$ cat src/rtl/core/rcs_pkg.sv
// ---------------------------------------------------------------------------
// rcs_pkg
// Shared types and constants for the reliable channel sequencer.
// ---------------------------------------------------------------------------
package rcs_pkg;

    localparam int SEQ_BITS   = 31;
    localparam int WORD_BITS  = 32;
    localparam int TAG_BITS   = 16;
    localparam int CFG_IDX_W  = 2;
    localparam int CFG_DATA_W = 16;

    localparam int HDR_BYTES  = 8;
    localparam int TAG_BYTES  = 2;
    localparam int MAX_PKT_RESET = 1400;

    typedef logic [SEQ_BITS-1:0]   t_seq;
    typedef logic [WORD_BITS-1:0]  t_word;
    typedef logic [TAG_BITS-1:0]   t_tag;
    typedef logic [CFG_IDX_W-1:0]  t_cfg_idx;
    typedef logic [CFG_DATA_W-1:0] t_cfg_data;

    localparam t_cfg_idx CFG_IS_CLIENT   = 2'd0;
    localparam t_cfg_idx CFG_PORT_TAG    = 2'd1;
    localparam t_cfg_idx CFG_MAX_PKT     = 2'd2;

    localparam logic ACT_TRANSMIT = 1'b0;
    localparam logic ACT_RECEIVE  = 1'b1;

endpackage

$ cat src/rtl/core/rcs_cfg_regs.sv
// ---------------------------------------------------------------------------
// rcs_cfg_regs
// Configuration registers: client flag, port tag and packet size limit.
// ---------------------------------------------------------------------------
module rcs_cfg_regs #(
    parameter int LENGTH_BITS = 12
) (
    input  logic                     i_clk,
    input  logic                     i_rst_n,
    input  logic                     i_cfg_wr_en,
    input  rcs_pkg::t_cfg_idx        i_cfg_index,
    input  rcs_pkg::t_cfg_data       i_cfg_wdata,
    output logic                     o_is_client,
    output rcs_pkg::t_tag            o_port_tag,
    output logic [LENGTH_BITS-1:0]   o_max_packet_bytes
);
    import rcs_pkg::*;

    logic                   r_is_client;
    t_tag                   r_port_tag;
    logic [LENGTH_BITS-1:0] r_max_packet_bytes;

    always_ff @(posedge i_clk) begin
        if (!i_rst_n) begin
            r_is_client        <= 1'b0;
            r_port_tag         <= '0;
            r_max_packet_bytes <= LENGTH_BITS'(MAX_PKT_RESET);
        end else if (i_cfg_wr_en) begin
            unique case (i_cfg_index)
                CFG_IS_CLIENT: r_is_client        <= i_cfg_wdata[0];
                CFG_PORT_TAG:  r_port_tag         <= i_cfg_wdata[TAG_BITS-1:0];
                CFG_MAX_PKT:   r_max_packet_bytes <= i_cfg_wdata[LENGTH_BITS-1:0];
                default: ;
            endcase
        end
    end

    assign o_is_client        = r_is_client;
    assign o_port_tag         = r_port_tag;
    assign o_max_packet_bytes = r_max_packet_bytes;

endmodule

$ cat src/rtl/core/rcs_seq_engine.sv
// ---------------------------------------------------------------------------
// rcs_seq_engine
// Channel state and the single-pass header logic for one transmit or
// receive event. State advances when the top level moves the word on.
// ---------------------------------------------------------------------------
module rcs_seq_engine #(
    parameter int LENGTH_BITS = 12
) (
    input  logic                   i_clk,
    input  logic                   i_rst_n,
    input  logic                   i_go,
    input  logic                   i_is_client,
    input  rcs_pkg::t_tag          i_port_tag,
    input  logic [LENGTH_BITS-1:0] i_max_packet_bytes,
    input  logic                   i_action,
    input  rcs_pkg::t_word         i_rx_word_a,
    input  rcs_pkg::t_word         i_rx_word_b,
    input  logic [LENGTH_BITS-1:0] i_pending_length,
    input  logic                   i_pending_overflowed,
    input  logic [LENGTH_BITS-1:0] i_unreliable_length,
    output logic                   o_accepted,
    output logic                   o_ovf_latched,
    output rcs_pkg::t_word         o_tx_word_a,
    output rcs_pkg::t_word         o_tx_word_b,
    output logic                   o_tag_present,
    output rcs_pkg::t_tag          o_tag_value,
    output logic                   o_rel_attached,
    output logic [LENGTH_BITS-1:0] o_reliable_bytes,
    output logic                   o_unreliable_included,
    output logic                   o_message_taken,
    output rcs_pkg::t_seq          o_dropped_count,
    output logic [LENGTH_BITS-1:0] o_packet_length
);
    import rcs_pkg::*;

    localparam int SZ_W = LENGTH_BITS + 2;

    t_seq                   r_out_seq,      n_out_seq;
    t_seq                   r_in_seq,       n_in_seq;
    t_seq                   r_in_acked,     n_in_acked;
    logic                   r_in_rel_acked, n_in_rel_acked;
    logic                   r_in_rel_bit,   n_in_rel_bit;
    logic                   r_out_rel_bit,  n_out_rel_bit;
    t_seq                   r_last_rel_sent, n_last_rel_sent;
    logic [LENGTH_BITS-1:0] r_stored_rel_len, n_stored_rel_len;
    logic                   r_fatal_flag,   n_fatal_flag;

    logic                   w_resend;
    logic                   w_take;
    logic                   w_send;
    logic [LENGTH_BITS-1:0] w_rel_len;
    t_seq                   w_out_seq_inc;
    logic [SZ_W-1:0]        w_base;
    logic [SZ_W-1:0]        w_size_rel;
    logic [SZ_W-1:0]        w_max;
    logic [SZ_W-1:0]        w_room;
    logic [SZ_W-1:0]        w_ulen;
    logic                   w_incl;
    logic [SZ_W-1:0]        w_size_tot;
    logic [LENGTH_BITS-1:0] w_size_sat;
    t_seq                   w_rx_seq;
    t_seq                   w_rx_ack;
    logic                   w_stale;

    assign w_resend = (r_in_acked > r_last_rel_sent) && (r_in_rel_acked != r_out_rel_bit);
    assign w_take   = (r_stored_rel_len == '0) && (i_pending_length != '0);
    assign w_send   = w_resend || w_take;
    assign w_rel_len = w_take ? i_pending_length : r_stored_rel_len;
    assign w_out_seq_inc = r_out_seq + t_seq'(1);

    assign w_base     = i_is_client ? SZ_W'(HDR_BYTES + TAG_BYTES) : SZ_W'(HDR_BYTES);
    assign w_size_rel = w_base + (w_send ? {2'b00, w_rel_len} : '0);
    assign w_max      = {2'b00, i_max_packet_bytes};
    assign w_room     = (w_max > w_size_rel) ? (w_max - w_size_rel) : '0;
    assign w_ulen     = {2'b00, i_unreliable_length};
    assign w_incl     = (w_room >= w_ulen);
    assign w_size_tot = w_size_rel + (w_incl ? w_ulen : '0);
    assign w_size_sat = (|w_size_tot[SZ_W-1:LENGTH_BITS]) ? '1 : w_size_tot[LENGTH_BITS-1:0];

    assign w_rx_seq = i_rx_word_a[SEQ_BITS-1:0];
    assign w_rx_ack = i_rx_word_b[SEQ_BITS-1:0];
    assign w_stale  = (w_rx_seq <= r_in_seq);

    always_comb begin
        n_out_seq        = r_out_seq;
        n_in_seq         = r_in_seq;
        n_in_acked       = r_in_acked;
        n_in_rel_acked   = r_in_rel_acked;
        n_in_rel_bit     = r_in_rel_bit;
        n_out_rel_bit    = r_out_rel_bit;
        n_last_rel_sent  = r_last_rel_sent;
        n_stored_rel_len = r_stored_rel_len;
        n_fatal_flag     = r_fatal_flag;

        o_accepted            = 1'b0;
        o_ovf_latched         = r_fatal_flag;
        o_tx_word_a           = '0;
        o_tx_word_b           = '0;
        o_tag_present         = 1'b0;
        o_tag_value           = '0;
        o_rel_attached        = 1'b0;
        o_reliable_bytes      = '0;
        o_unreliable_included = 1'b0;
        o_message_taken       = 1'b0;
        o_dropped_count       = '0;
        o_packet_length       = '0;

        if (i_action == ACT_RECEIVE) begin
            if (!w_stale) begin
                o_accepted      = 1'b1;
                o_dropped_count = w_rx_seq - r_in_seq - t_seq'(1);
                if (i_rx_word_b[SEQ_BITS] == r_out_rel_bit) begin
                    n_stored_rel_len = '0;
                end
                n_in_seq       = w_rx_seq;
                n_in_acked     = w_rx_ack;
                n_in_rel_acked = i_rx_word_b[SEQ_BITS];
                n_in_rel_bit   = r_in_rel_bit ^ i_rx_word_a[SEQ_BITS];
            end
        end else if (i_pending_overflowed) begin
            n_fatal_flag  = 1'b1;
            o_ovf_latched = 1'b1;
        end else begin
            n_stored_rel_len = w_rel_len;
            n_out_rel_bit    = r_out_rel_bit ^ w_take;
            n_out_seq        = w_out_seq_inc;
            if (w_send) begin
                n_last_rel_sent = w_out_seq_inc;
            end
            o_accepted            = 1'b1;
            o_tx_word_a           = {w_send, r_out_seq};
            o_tx_word_b           = {r_in_rel_bit, r_in_seq};
            o_tag_present         = i_is_client;
            o_tag_value           = i_is_client ? i_port_tag : '0;
            o_rel_attached        = w_send;
            o_reliable_bytes      = w_send ? w_rel_len : '0;
            o_unreliable_included = w_incl;
            o_message_taken       = w_take;
            o_packet_length       = w_size_sat;
        end
    end

    always_ff @(posedge i_clk) begin
        if (!i_rst_n) begin
            r_out_seq        <= t_seq'(1);
            r_in_seq         <= '0;
            r_in_acked       <= '0;
            r_in_rel_acked   <= 1'b0;
            r_in_rel_bit     <= 1'b0;
            r_out_rel_bit    <= 1'b0;
            r_last_rel_sent  <= '0;
            r_stored_rel_len <= '0;
            r_fatal_flag     <= 1'b0;
        end else if (i_go) begin
            r_out_seq        <= n_out_seq;
            r_in_seq         <= n_in_seq;
            r_in_acked       <= n_in_acked;
            r_in_rel_acked   <= n_in_rel_acked;
            r_in_rel_bit     <= n_in_rel_bit;
            r_out_rel_bit    <= n_out_rel_bit;
            r_last_rel_sent  <= n_last_rel_sent;
            r_stored_rel_len <= n_stored_rel_len;
            r_fatal_flag     <= n_fatal_flag;
        end
    end

`ifndef SYNTHESIS
    // once set, the fatal flag stays
    a_fatal_sticky: assert property (@(posedge i_clk) disable iff (!i_rst_n)
        r_fatal_flag |=> r_fatal_flag)
        else $error("fatal flag cleared");

    // a newly taken message always lands in an empty store
    a_take_empty: assert property (@(posedge i_clk) disable iff (!i_rst_n)
        i_go && w_take && i_action == ACT_TRANSMIT && !i_pending_overflowed
        |=> r_stored_rel_len != '0)
        else $error("taken message not stored");

    // an accepted receive moves the incoming sequence strictly forward
    a_in_seq_fwd: assert property (@(posedge i_clk) disable iff (!i_rst_n)
        i_go && i_action == ACT_RECEIVE && !w_stale |=> r_in_seq > $past(r_in_seq))
        else $error("incoming sequence did not advance");
`endif

endmodule

$ cat src/rtl/core/reliable_channel_sequencer_top.sv
// ---------------------------------------------------------------------------
// reliable_channel_sequencer_top
// Header sequencing for an alternating-bit reliable datagram channel.
//
// One transmit or receive event is taken per clock while o_stall is low and
// yields one result word. The event is captured in an input register,
// passes through the sequence compare and length adds of the engine, and
// lands in the result register while the channel state updates. The result
// register lets the next event enter while a result still waits on i_stall.
// ---------------------------------------------------------------------------
module reliable_channel_sequencer_top #(
    parameter int LENGTH_BITS = 12
) (
    input  logic                      i_clk,
    input  logic                      i_rst_n,
    input  logic                      i_cfg_wr_en,
    input  rcs_pkg::t_cfg_idx         i_cfg_index,
    input  rcs_pkg::t_cfg_data        i_cfg_wdata,
    input  logic                      i_valid,
    output logic                      o_stall,
    input  logic                      i_action,
    input  rcs_pkg::t_word            i_rx_word_a,
    input  rcs_pkg::t_word            i_rx_word_b,
    input  logic [LENGTH_BITS-1:0]    i_pending_length,
    input  logic                      i_pending_overflowed,
    input  logic [LENGTH_BITS-1:0]    i_unreliable_length,
    output logic                      o_valid,
    input  logic                      i_stall,
    output logic                      o_accepted,
    output logic                      o_ovf_latched,
    output rcs_pkg::t_word            o_tx_word_a,
    output rcs_pkg::t_word            o_tx_word_b,
    output logic                      o_tag_present,
    output rcs_pkg::t_tag             o_tag_value,
    output logic                      o_rel_attached,
    output logic [LENGTH_BITS-1:0]    o_reliable_bytes,
    output logic                      o_unreliable_included,
    output logic                      o_message_taken,
    output rcs_pkg::t_seq             o_dropped_count,
    output logic [LENGTH_BITS-1:0]    o_packet_length
);
    import rcs_pkg::*;

    logic                   w_is_client;
    t_tag                   w_port_tag;
    logic [LENGTH_BITS-1:0] w_max_packet_bytes;

    logic                   r_in_valid;
    logic                   r_in_action;
    t_word                  r_in_rx_word_a;
    t_word                  r_in_rx_word_b;
    logic [LENGTH_BITS-1:0] r_in_pending_length;
    logic                   r_in_pending_overflowed;
    logic [LENGTH_BITS-1:0] r_in_unreliable_length;

    logic                   w_out_free;
    logic                   w_move;
    logic                   w_load;

    logic                   w_accepted;
    logic                   w_ovf_latched;
    t_word                  w_tx_word_a;
    t_word                  w_tx_word_b;
    logic                   w_tag_present;
    t_tag                   w_tag_value;
    logic                   w_rel_attached;
    logic [LENGTH_BITS-1:0] w_reliable_bytes;
    logic                   w_unreliable_included;
    logic                   w_message_taken;
    t_seq                   w_dropped_count;
    logic [LENGTH_BITS-1:0] w_packet_length;

    logic                   r_out_valid;
    logic                   r_accepted;
    logic                   r_ovf_latched;
    t_word                  r_tx_word_a;
    t_word                  r_tx_word_b;
    logic                   r_tag_present;
    t_tag                   r_tag_value;
    logic                   r_rel_attached;
    logic [LENGTH_BITS-1:0] r_reliable_bytes;
    logic                   r_unreliable_included;
    logic                   r_message_taken;
    t_seq                   r_dropped_count;
    logic [LENGTH_BITS-1:0] r_packet_length;

    assign w_out_free = !r_out_valid || !i_stall;
    assign w_move     = r_in_valid && w_out_free;
    assign o_stall    = r_in_valid && !w_out_free;
    assign w_load     = i_valid && !o_stall;

    rcs_cfg_regs #(
        .LENGTH_BITS (LENGTH_BITS)
    ) u_cfg (
        .i_clk              (i_clk),
        .i_rst_n            (i_rst_n),
        .i_cfg_wr_en        (i_cfg_wr_en),
        .i_cfg_index        (i_cfg_index),
        .i_cfg_wdata        (i_cfg_wdata),
        .o_is_client        (w_is_client),
        .o_port_tag         (w_port_tag),
        .o_max_packet_bytes (w_max_packet_bytes)
    );

    always_ff @(posedge i_clk) begin
        if (!i_rst_n) begin
            r_in_valid <= 1'b0;
        end else if (w_load) begin
            r_in_valid <= 1'b1;
        end else if (w_move) begin
            r_in_valid <= 1'b0;
        end
    end

    always_ff @(posedge i_clk) begin
        if (w_load) begin
            r_in_action             <= i_action;
            r_in_rx_word_a          <= i_rx_word_a;
            r_in_rx_word_b          <= i_rx_word_b;
            r_in_pending_length     <= i_pending_length;
            r_in_pending_overflowed <= i_pending_overflowed;
            r_in_unreliable_length  <= i_unreliable_length;
        end
    end

    rcs_seq_engine #(
        .LENGTH_BITS (LENGTH_BITS)
    ) u_engine (
        .i_clk                 (i_clk),
        .i_rst_n               (i_rst_n),
        .i_go                  (w_move),
        .i_is_client           (w_is_client),
        .i_port_tag            (w_port_tag),
        .i_max_packet_bytes    (w_max_packet_bytes),
        .i_action              (r_in_action),
        .i_rx_word_a           (r_in_rx_word_a),
        .i_rx_word_b           (r_in_rx_word_b),
        .i_pending_length      (r_in_pending_length),
        .i_pending_overflowed  (r_in_pending_overflowed),
        .i_unreliable_length   (r_in_unreliable_length),
        .o_accepted            (w_accepted),
        .o_ovf_latched         (w_ovf_latched),
        .o_tx_word_a           (w_tx_word_a),
        .o_tx_word_b           (w_tx_word_b),
        .o_tag_present         (w_tag_present),
        .o_tag_value           (w_tag_value),
        .o_rel_attached        (w_rel_attached),
        .o_reliable_bytes      (w_reliable_bytes),
        .o_unreliable_included (w_unreliable_included),
        .o_message_taken       (w_message_taken),
        .o_dropped_count       (w_dropped_count),
        .o_packet_length       (w_packet_length)
    );

    always_ff @(posedge i_clk) begin
        if (!i_rst_n) begin
            r_out_valid <= 1'b0;
        end else if (w_move) begin
            r_out_valid <= 1'b1;
        end else if (!i_stall) begin
            r_out_valid <= 1'b0;
        end
    end

    always_ff @(posedge i_clk) begin
        if (w_move) begin
            r_accepted            <= w_accepted;
            r_ovf_latched         <= w_ovf_latched;
            r_tx_word_a           <= w_tx_word_a;
            r_tx_word_b           <= w_tx_word_b;
            r_tag_present         <= w_tag_present;
            r_tag_value           <= w_tag_value;
            r_rel_attached        <= w_rel_attached;
            r_reliable_bytes      <= w_reliable_bytes;
            r_unreliable_included <= w_unreliable_included;
            r_message_taken       <= w_message_taken;
            r_dropped_count       <= w_dropped_count;
            r_packet_length       <= w_packet_length;
        end
    end

    assign o_valid               = r_out_valid;
    assign o_accepted            = r_accepted;
    assign o_ovf_latched         = r_ovf_latched;
    assign o_tx_word_a           = r_tx_word_a;
    assign o_tx_word_b           = r_tx_word_b;
    assign o_tag_present         = r_tag_present;
    assign o_tag_value           = r_tag_value;
    assign o_rel_attached        = r_rel_attached;
    assign o_reliable_bytes      = r_reliable_bytes;
    assign o_unreliable_included = r_unreliable_included;
    assign o_message_taken       = r_message_taken;
    assign o_dropped_count       = r_dropped_count;
    assign o_packet_length       = r_packet_length;

`ifndef SYNTHESIS
    // a held input word is not lost while the result side is blocked
    a_in_hold: assert property (@(posedge i_clk) disable iff (!i_rst_n)
        r_in_valid && !w_move |=> r_in_valid)
        else $error("input word dropped while stalled");

    // a taken message is always sent in the same packet
    a_taken_sent: assert property (@(posedge i_clk) disable iff (!i_rst_n)
        o_valid && o_message_taken |-> o_rel_attached && o_accepted)
        else $error("message taken but not sent");

    // skipped sequences only reported on an accepted receive
    a_drop_acc: assert property (@(posedge i_clk) disable iff (!i_rst_n)
        o_valid && o_dropped_count != '0 |-> o_accepted && !o_tag_present)
        else $error("dropped count on a rejected or transmit word");
`endif

endmodule

$ cat config.mk
export PLATFORM = sky130hd
export DESIGN_NAME = reliable_channel_sequencer_top
export DESIGN_NICKNAME = d
export VERILOG_FILES = /design/src/rtl/core/rcs_pkg.sv /design/src/rtl/core/rcs_cfg_regs.sv /design/src/rtl/core/rcs_seq_engine.sv /design/src/rtl/core/reliable_channel_sequencer_top.sv
export SDC_FILE = /design/constraint.sdc
export NUM_CORES = 1
export LEC_CHECK = 0
export ABC_AREA = 1
export BUFFER_PORTS_ARGS = -buffer_cell sky130_fd_sc_hd__buf_4
export CAP_MARGIN = 5
export CORE_MARGIN = 2
export CORE_UTILIZATION = 50
export CTS_BUF_LIST = sky130_fd_sc_hd__clkbuf_2 sky130_fd_sc_hd__clkbuf_4 sky130_fd_sc_hd__clkbuf_8
export DETAILED_ROUTE_END_ITERATION = 8
export HOLD_SLACK_MARGIN = 0.15
export PLACE_DENSITY = 0.74
export REMOVE_ABC_BUFFERS = 1
export SETUP_SLACK_MARGIN = 0.15
export SKIP_CTS_REPAIR_TIMING = 1
export SYNTH_ARGS = -nofsm -noshare
export SYNTH_HDL_FRONTEND = slang
export SYNTH_SLANG_ARGS = --single-unit
$ cat constraint.sdc
create_clock -name i_clk -period 10.45 [get_ports i_clk]
set_input_delay 2.09 -clock i_clk [delete_from_list [all_inputs] [get_ports i_clk]]
set_output_delay 2.09 -clock i_clk [all_outputs]
set_load 0.01 [all_outputs]
==> impl_results.md, run 1 <==
* Final non-filler cell area at 0.0227 mm2
* Setup tns final at 0 ns
* Crit path DAT at 9.55 ns
* Vias per cell at 5.14
* IO buf count at 255
* Critical Path Fanout Max at 14
* Rel. slew slack at roughly 25%
* CORE AREA at 0.0376 mm2
* Final net count at 2545
* Crit start category: flip-flop
* First-pass GRT wire length at 74500 um
* Critical path's largest stage delay at 0.55 ns
* Synthesized cell area at 0.0191 mm2
* CP top delay family: simple AND/OR/NAND/NOR gates
* Global Route Usage Sum at 24.0%
* Fmax at 0.109 GHz
* RSZ-0062 raised after global routing: no
* Die ar. at 0.0397 mm2
* Largest net degree at the start of global routing at 106
* Leakage Power at 9.72 nW
* TritonRoute pass-1 iters at 6
* Post-synthesis cell type count at 50
* Fillcell total at 3219
* Io pins at 256
* Placed cell areas at 0.0213 mm2
* Worst Path Buf+Inv at 9
* Endpoints failing hold at 0
* Final Cycle Share at 87.9%
* Post-synth top area share at between 30% and 40%
* Vias in the first global route at around 15000
* Vert. Die Dim at 199 um
* Critical path required time at around 11 ns
* Die W at 199 um
* CP max stage cell: a31oi_2
* Storage cell area at 0.0103 mm2
* Cells after Synth at 2063
* CTS buffer count at a little under 70
* Vias at 14900
* Layout Area Growth over Synthesis at 19.3%
* EDFF count, synth at 230
* Pwr Density at 183 mW/mm2
* Layout cell share with drive strength beyond 1 at roughly 19%
* Ant. Diodes at 0
* Top_reg_cell synth: edfxtp_1
* RePlAce Congestion at 0.914
* Max-slew violation count at 0
* Routed WL at between 40000 and 50000 um
* CTS max path bufs at 3
* Synth warn at 0
* DRC Markers at 0
* Clk sink count at 401
* Setup crit end kind: flip-flop
* Remaining Overflow, GRT at 0
* Synth area leaders: edfxtp_1 36%, dfxtp_1 18%, ha_1 6.7%
* VDD IR max at 0.114 mV
* Most used cell along the critical path: nand2_1
* FF+latch count, synth at between 400 and 500
* WS Path Type: reg2reg
* CTS HTree Levels at 3
* Drt wl/cell at 16.3 um
* Synth Area per Inst at between 9 and 10 um2
* Clk_lat worst skew at 0.63 ns
* Seq/Total Area, Yosys at between 50% and 60%
* Min Tclk post-route at between 9 and 10 ns
* Slew @ Worst Pin at between 1 and 1.5 ns
* Post-DP HPWL at 32900 um
* Starting Density at 50.7%
* Setup Skew at between 0.02 and 0.03 ns
* Fraction of registers with async set/reset at 0%
* Starting DRT DRC Count at 920
* Clock slew at reported path FFs at 0.06 ns
* Min-delay worst type: reg2reg
* CTS root buffer: clkbuf_8
* CTS tree: built
* Initial antenna violation count at 2
* Final ANT Viol Nets at 0
* Maxcap violations at 0
* Area occupied by multi-input gates at 0.00728 mm2
* Site Rows at 71
* Outcome: finished clean
* Yosys top cell by area: edfxtp_1
* Final Setup Violations at 0
-- final timing paths --
kind                                startpoint                  end  slack, ns  depth (start not counted)
setup / recovery  u_engine.r_last_rel_sent[22]   o_packet_length[0]       1.26                         59
setup reg to reg  u_engine.r_last_rel_sent[22]   o_packet_length[0]       1.26                         59
hold / removal             u_cfg.o_port_tag[5]  u_cfg.o_port_tag[5]       0.45                          2
hold reg to reg            u_cfg.o_port_tag[5]  u_cfg.o_port_tag[5]       0.45                          2
-- cells in the mapped netlist, types with 10 or more instances --
| cell type | count |
|---|---|
| a211oi_1 | 13 |
| a21oi_1 | 203 |
| buf_2 | 10 |
| buf_6 | 10 |
| clkbuf_1 | 44 |
| dfxtp_1 | 171 |
| edfxtp_1 | 230 |
| ha_1 | 102 |
| inv_1 | 281 |
| nand2_1 | 294 |
| nand2_2 | 10 |
| nand3_1 | 40 |
| nand3_2 | 16 |
| nand4_1 | 14 |
| nor2_1 | 285 |
| nor3_1 | 23 |
| o21ai_0 | 115 |
| o21ai_1 | 28 |
| or2_2 | 10 |
| xnor2_1 | 13 |
| xor2_1 | 51 |
-- layout make-up --
| type | count | area share (%) |
|---|---|---|
| timing repair buffer | 264 | 8.71 |
| multi-input combinational | 1302 | 32.0 |
| sequential | 401 | 45.4 |
| inverter | 290 | 4.79 |
| clock buffer | 101 | 5.48 |
| tap | 511 | 2.81 |
| clock inverter | 23 | 0.759 |
-- per-stage QoR --
stage               cells  utilization (%)  power (mW)  hold WS [ns]  worst slack [ns]
finish               2892             60.5        4.17         0.454              1.26
global route         2892             60.5        4.40         0.480             0.154
CTS                  2892             60.5        4.20         0.455             0.928
detailed placement   2768             56.7        2.72         0.445             0.992
global placement     2768             56.7        2.71         0.441              1.53
floorplan            1993                -        2.45         0.429             -1.00
-- layout by cell type (no fill, tap or decap), types with 3 or more instances in the layout --
| cell type | netlist | final |
|---|---|---|
| inv_2 | 9 | 10 |
| o21bai_1 | 6 | 6 |
| a211oi_1 | 13 | 13 |
| ha_1 | 102 | 102 |
| nand2_1 | 294 | 294 |
| clkbuf_8 | 0 | 78 |
| nor2_4 | 4 | 5 |
| a21boi_0 | 3 | 3 |
| clkinvlp_4 | 0 | 3 |
| o211ai_1 | 5 | 5 |
| nor4_1 | 9 | 9 |
| a21o_1 | 7 | 7 |
| a31oi_1 | 6 | 5 |
| o21ai_1 | 28 | 28 |
| nor2_1 | 285 | 283 |
| o21ai_0 | 115 | 115 |
| clkbuf_4 | 0 | 23 |
| buf_4 | 3 | 264 |
| nand3_1 | 40 | 40 |
| nand4_1 | 14 | 14 |
| nor3_2 | 4 | 4 |
| inv_1 | 281 | 279 |
| xnor2_1 | 13 | 13 |
| nand2_2 | 10 | 10 |
| nand3_4 | 3 | 3 |
| dfxtp_1 | 171 | 171 |
| xor2_1 | 51 | 51 |
| nor3_1 | 23 | 23 |
| fa_1 | 3 | 3 |
| clkinv_1 | 0 | 7 |
| edfxtp_1 | 230 | 230 |
| nor2_2 | 9 | 10 |
| or2_2 | 10 | 10 |
| nand3_2 | 16 | 16 |
| a21oi_1 | 203 | 203 |
| o21a_1 | 8 | 8 |
| clkinv_2 | 0 | 9 |
-- routing by layer --
layer	global-route usage, %	part of all wire [%]	up-vias
li1	-	-	7380
met1	31.6	45	6950
met2	40.1	48	450
met3	4.39	5.5	90
met4	7.66	2.4	2
met5	0	0.028	-
-- kinds of logic after synthesis --
logic type / share of synthesized area [%]
simple gates: 16.7
buf+inv: 7.67
xor+xnor: 2.94
flops: 54.2
fa+ha+maj: 7.01
compound gates: 11.5
-- report_power, final --
part	internal [mW]	total, mW	switching, mW
logic	0.346	0.906	0.560
registers	1.76	1.79	0.0329
clock network	0.818	1.47	0.649
total	2.93	4.17	1.24
-- state kept, by name, summed over array words and instances, names as in the netlist, 32 cells and up --
name / count
o_tx_word_a: 32
o_tx_word_b: 32
r_in_rx_word_a: 32
r_in_rx_word_b: 32
-- worst min-delay path: stages (launching register included) --
cell     delay [ns]
dfxtp_1        0.30
inv_1          0.06
a21oi_1        0.05
(Power assumes the default switching activity.)
==> inputs of run 2 (changes only) <==
CELL_PAD_IN_SITES_DETAIL_PLACEMENT = 1   (was not set)
CELL_PAD_IN_SITES_GLOBAL_PLACEMENT = 1   (was not set)
CORE_UTILIZATION = 41   (was 50)
PLACE_DENSITY = not set   (was 0.74)
PLACE_DENSITY_LB_ADDON = 0.1   (was not set)
==> impl_results.md, run 2 (synthesis results as in run 1) <==
* Outcome: finished clean
* DRC Markers at 0
* Min-delay worst type: reg2reg
* Final non-filler cell area at roughly 0.023 mm2
* Pwr Density at 183 mW/mm2
* R2r worst-path depth at 56
* Post-DP HPWL at 37700 um
* Critical path's largest stage delay at approximately 0.54 ns
* Maxcap violations at 0
* Largest net degree at the start of global routing at 144
* CP top delay family: simple AND/OR/NAND/NOR gates
* Setup Skew at 0.0422 ns
* Vias per cell at 4.99
* CTS root buffer: clkbuf_8
* Setup tns final at 0 ns
* Min-delay src: u_cfg.o_port_tag[8]
* Placed cell areas at 0.0215 mm2
* CTS max path bufs at 3
* Hold Path End: u_cfg.o_port_tag[8]
* Critical Path Fanout Max at 14
* Most used cell along the critical path: nand2_1
* Commonest non-fill, non-tap cells in the layout: 294 x nand2_1, 283 x nor2_1, 279 x inv_1, 264 x buf_4, 230 x edfxtp_1
* Clock slew at reported path FFs at roughly 0.060 ns
* Fmax at roughly 0.11 GHz
* R2r setup slk at 1.28 ns
* CTS tree: built
* Vert. Die Dim at 220 um
* Routed WL at 52800 um
* Worst hold stages at 2
* RePlAce Congestion at roughly 0.84
* Initial antenna violation count at 0
* Pwr Total at ~4.2 mW
* Die ar. at between 0.04 and 0.05 mm2
* Site Rows at 79
* Drt wl/cell at 17.6 um
* Critical path required time at 10.85 ns
* Worst Path Buf+Inv at 9
* FF-to-FF End: o_packet_length[4]
* Starting Density at 41.2%
* Endpoints failing hold at 0
* Crit start category: flip-flop
* Max-slew violation count at 0
* Final Setup Violations at 0
* Vias at 14900
* RSZ-0062 raised after global routing: no
* CORE AREA at 0.0463 mm2
* TritonRoute pass-1 iters at 4
* Setup crit start: u_engine.r_last_rel_sent[22]
* CTS HTree Levels at 3
* VDD IR max at around 0.10 mV
* Remaining Overflow, GRT at 0
* Slew @ Worst Pin at roughly 1.1 ns
* R2R Path Start: u_engine.r_last_rel_sent[22]
* Rel. slew slack at ~30%
* Global Route Usage Sum at 21.9%
* Final Cycle Share at 87.8%
* Fillcell total at 5404
* Min Tclk post-route at ~9.2 ns
* Clk sink count at between 400 and 500
* Vias in the first global route at between 15000 and 20000
* CTS buffer count at 72
* Setup crit end kind: flip-flop
* Leakage Power at 9.74 nW
* IO buf count at 255
* Final net count at 2550
* CP max stage cell: a31oi_2
* Final ANT Viol Nets at 0
* Layout cell share with drive strength beyond 1 at ~19%
* Clk_lat worst skew at ~0.67 ns
* Layout Area Growth over Synthesis at 20.2%
* WS Path Type: reg2reg
* First-pass GRT wire length at between 80000 and 90000 um
* Die W at 220 um
* Crit path DAT at 9.58 ns
* Commonest non-fill, non-tap cell in the layout: nand2_1
* Ant. Diodes at 0
* Starting DRT DRC Count at 636
* Io pins at 256
## run 2: area by class of cell
cell class,count,area (um2),share of cell area (%)
well taps,607,759,3.32
clock inverters,25,153,0.667
flip-flops and latches,401,10300,45.1
inverters,290,1090,4.76
repair buffers,265,2000,8.74
multi-input cells,1302,7290,31.8
clock buffers,105,1280,5.57
## run 2: worst max path at each step
stage | slack, ns | depth (start not counted) | endpoint
after floorplan | -1.00 | 8 | u_engine.r_out_seq[2]
after detailed placement | 0.83 | 59 | o_packet_length[1]
final | 1.28 | 56 | o_packet_length[4]
after global placement | 1.31 | 59 | o_packet_length[0]
after CTS | 0.79 | 59 | o_packet_length[1]
after global routing | 0.19 | 56 | o_packet_length[1]
## run 2: through the flow
stage | instances | util, % | hold WS, ns | worst slack, ns
after global routing | 2995 | 49.5 | 0.476 | 0.193
after detailed placement | 2865 | 46.4 | 0.446 | 0.833
final | 2995 | 49.5 | 0.454 | 1.28
after floorplan | 1993 | - | 0.429 | -1.00
after CTS | 2995 | 49.5 | 0.456 | 0.787
after global placement | 2865 | 46.4 | 0.441 | 1.31
## run 2: report_power, final
part	leakage (nW)	internal (mW)	switching (mW)
Clock	0.755	0.811	0.665
Sequential	3.61	1.76	0.0367
Combinational	5.37	0.349	0.575
## run 2: worst register-to-register path, delay by kind of cell (launching register included)
family,cells,cell delay (ns)
AND/OR/NAND/NOR,26,3.31
AO/OA/AOI/OAI,15,2.79
flip-flops,1,0.32
adder cells (fa/ha/maj),6,1.73
buffers and inverters,9,0.80
## run 2: layer usage
metal  routed length (um)  GRT usage (%)  vias up
met5                    0              0        -
met4                 1400           7.54        0
met3                 2070           4.13       95
met2                25500           37.6      253
met1                23800           27.7     7203
li1                     -              -     7383
==> inputs of run 3 (changes only) <==
CORE_UTILIZATION = 42   (was 41)
SYNTH_HIERARCHICAL = 1   (was not set)
==> impl_results.md, run 3 <==
* Setup crit start: u_engine/r_last_rel_sent[14]
* Hold Path End: u_engine/r_last_rel_sent[4]
* Pwr Density at 180 mW/mm2
* R2r worst-path depth at 57
* EDFF count, synth at 231
* RSZ-0062 raised after global routing: no
* CTS HTree Levels at 3
* Synth area leaders: edfxtp_1 35%, dfxtp_1 17%, ha_1 6.5%
* Layout Area Growth over Synthesis at 19.5%
* Worst slack at placement at 1.72 ns
* Post-synthesis cell type count at 58
* Placed cell areas at 0.0219 mm2
* Min-delay src: u_engine/r_last_rel_sent[4]
* Clock slew at reported path FFs at 0.06 ns
* Remaining Overflow, GRT at 0
* Synthesized cell area at 0.0196 mm2
* Commonest non-fill, non-tap cell in the layout: nand2_1
* Setup Skew at between 0.02 and 0.025 ns
* Hold_ws at 0.466 ns
* Starting DRT DRC Count at around 620
* CTS root buffer: clkbuf_8
* CTS tree: built
* Min-delay worst type: reg2reg
* Synth warn at 6
* Final Setup Violations at 0
* Crit start category: flip-flop
* Setup tns final at 0 ns
* Fmax at 0.114 GHz
* Final WS setup at 1.68 ns
* CTS buffer count at slightly above 70
* Global Route Usage Sum at 23.0%
* Final non-filler cell area at 0.0234 mm2
* VDD IR max at 0.0982 mV
* FF+latch count, synth at roughly 400
* Crit path DAT at 9.17 ns
* Largest net degree at the start of global routing at 144
* CTS max path bufs at 3
* FF-to-FF End: o_packet_length[1]
* Commonest non-fill, non-tap cells in the layout: 320 x nand2_1, 319 x nor2_1, 286 x inv_1, 263 x buf_4, 231 x edfxtp_1
* CP max stage cell: nor2_2
* Site Rows at 79
* Vias at 15300
* Fin cells at slightly above 3000
* Outcome: finished clean
* Rel. slew slack at 24.5%
* CORE AREA at 0.0463 mm2
* Initial antenna violation count at 1
* # placed instances at 2925
* Storage cell area at about 0.010 mm2
* Final ANT Viol Nets at 0
* RePlAce Congestion at 0.860
* Die W at 220 um
* Layout cell share with drive strength beyond 1 at 20.2%
* TritonRoute pass-1 iters at 5
* Area occupied by multi-input gates at 0.00767 mm2
* R2R Path Start: u_engine/r_last_rel_sent[14]
* Setup crit end kind: flip-flop
* Post-synth top cells: 320 x nand2_1, 320 x nor2_1, 288 x inv_1
* Min Tclk post-route at 8.77 ns
* Critical path required time at 10.85 ns
* Vias per cell at 4.99
* Critical path's largest stage delay at 0.49 ns
* Post-synth top area share at 35.4%
* Vert. Die Dim at approximately 220 um
* DRC Markers at 0
* Final net count at approximately 2600
* Die ar. at 0.0484 mm2
* First-pass GRT wire length at 86400 um
* Critical Path Fanout Max at 13
* Fraction of registers with async set/reset at 0%
* R2r setup slk at approximately 1.7 ns
* Leakage Power at slightly above 10 nW
* Clk sink count at 402
* Worst hold stages at 2
* Drt wl/cell at 18.1 um
* Seq/Total Area, Yosys at 52.9%
* Final Cycle Share at 83.9%
* Post-DP HPWL at about 40000 um
* Endpoints failing hold at 0
* Routed WL at 55400 um
* Max-slew violation count at 0
* Slew @ Worst Pin at 1.13 ns
* Yosys top cell by area: edfxtp_1
* Top_reg_cell synth: edfxtp_1
* Cells after Synth at 2122
* Io pins at 256
* Starting Density at 42.4%
* IO buf count at about 260
* Most used cell along the critical path: nand2_1
* Vias in the first global route at around 16000
* Synth Area per Inst at about 9.2 um2
* Maxcap violations at 0
* WS Path Type: reg2reg
* Fillcell total at roughly 5400
* Core Util, Final at about half
* Clk_lat worst skew at 0.64 ns
* Pwr Total at 4.22 mW
## run 3: changes by cell type after synthesis, moves of 9 or more
cell      previous run  this run
a211oi_1            13         1
a21oi_1            203       190
clkbuf_1            44        32
inv_2                9        18
nand2_1            294       320
nand4_1             14        27
nor2_1             285       320
o21ai_0            115        93
## run 3: cell families after synthesis
family | synth area share (%)
AO/OA/AOI/OAI | 9.99
adder cells (fa/ha/maj) | 6.82
AND/OR/NAND/NOR | 19.2
XOR/XNOR | 3.04
buffers and inverters | 8.05
flip-flops | 52.9
## run 3: where the power goes
part | switching, mW | total (mW) | internal (mW)
clock network | 0.655 | 1.50 | 0.840
registers | 0.0374 | 1.80 | 1.76
logic | 0.582 | 0.926 | 0.344
total | 1.27 | 4.22 | 2.95
## run 3: worst max-delay path by stage
stage | endpoint | slack (ns) | cells after the start
finish | o_packet_length[1] | 1.68 | 57
floorplan | u_engine/r_last_rel_sent[4] | -2.89 | 5
detailed placement | o_packet_length[1] | 1.72 | 55
global route | o_packet_length[1] | 0.64 | 55
CTS | o_packet_length[1] | 1.68 | 57
global placement | o_packet_length[1] | 2.20 | 55
## run 3: critical path: cells and delay by family, from the launching register on
| family | cells | cell delay [ns] |
|---|---|---|
| and+or+nand+nor | 29 | 3.81 |
| AOI/OAI and AO/OA | 15 | 2.07 |
| adders and majority gates | 6 | 1.66 |
| DFF | 1 | 0.33 |
| buffers and inverters | 7 | 0.63 |
## run 3: layout make-up
cell class              count  share of cell area, %
inverters                 307                   4.94
clock inverters            16                  0.326
well taps                 607                   3.24
diodes                      1                 0.0107
repair buffers            264                   8.52
clock buffers             117                   5.94
multi-input cells        1345                   32.8
flip-flops and latches    402                   44.3
## run 3: metal layers
metal	global-route usage (%)	vias up	routed length (um)
met3	4.10	84	2450
met5	0	-	0
li1	-	7539	-
met4	8.34	0	1440
met2	38.1	298	25800
met1	30.1	7336	25700
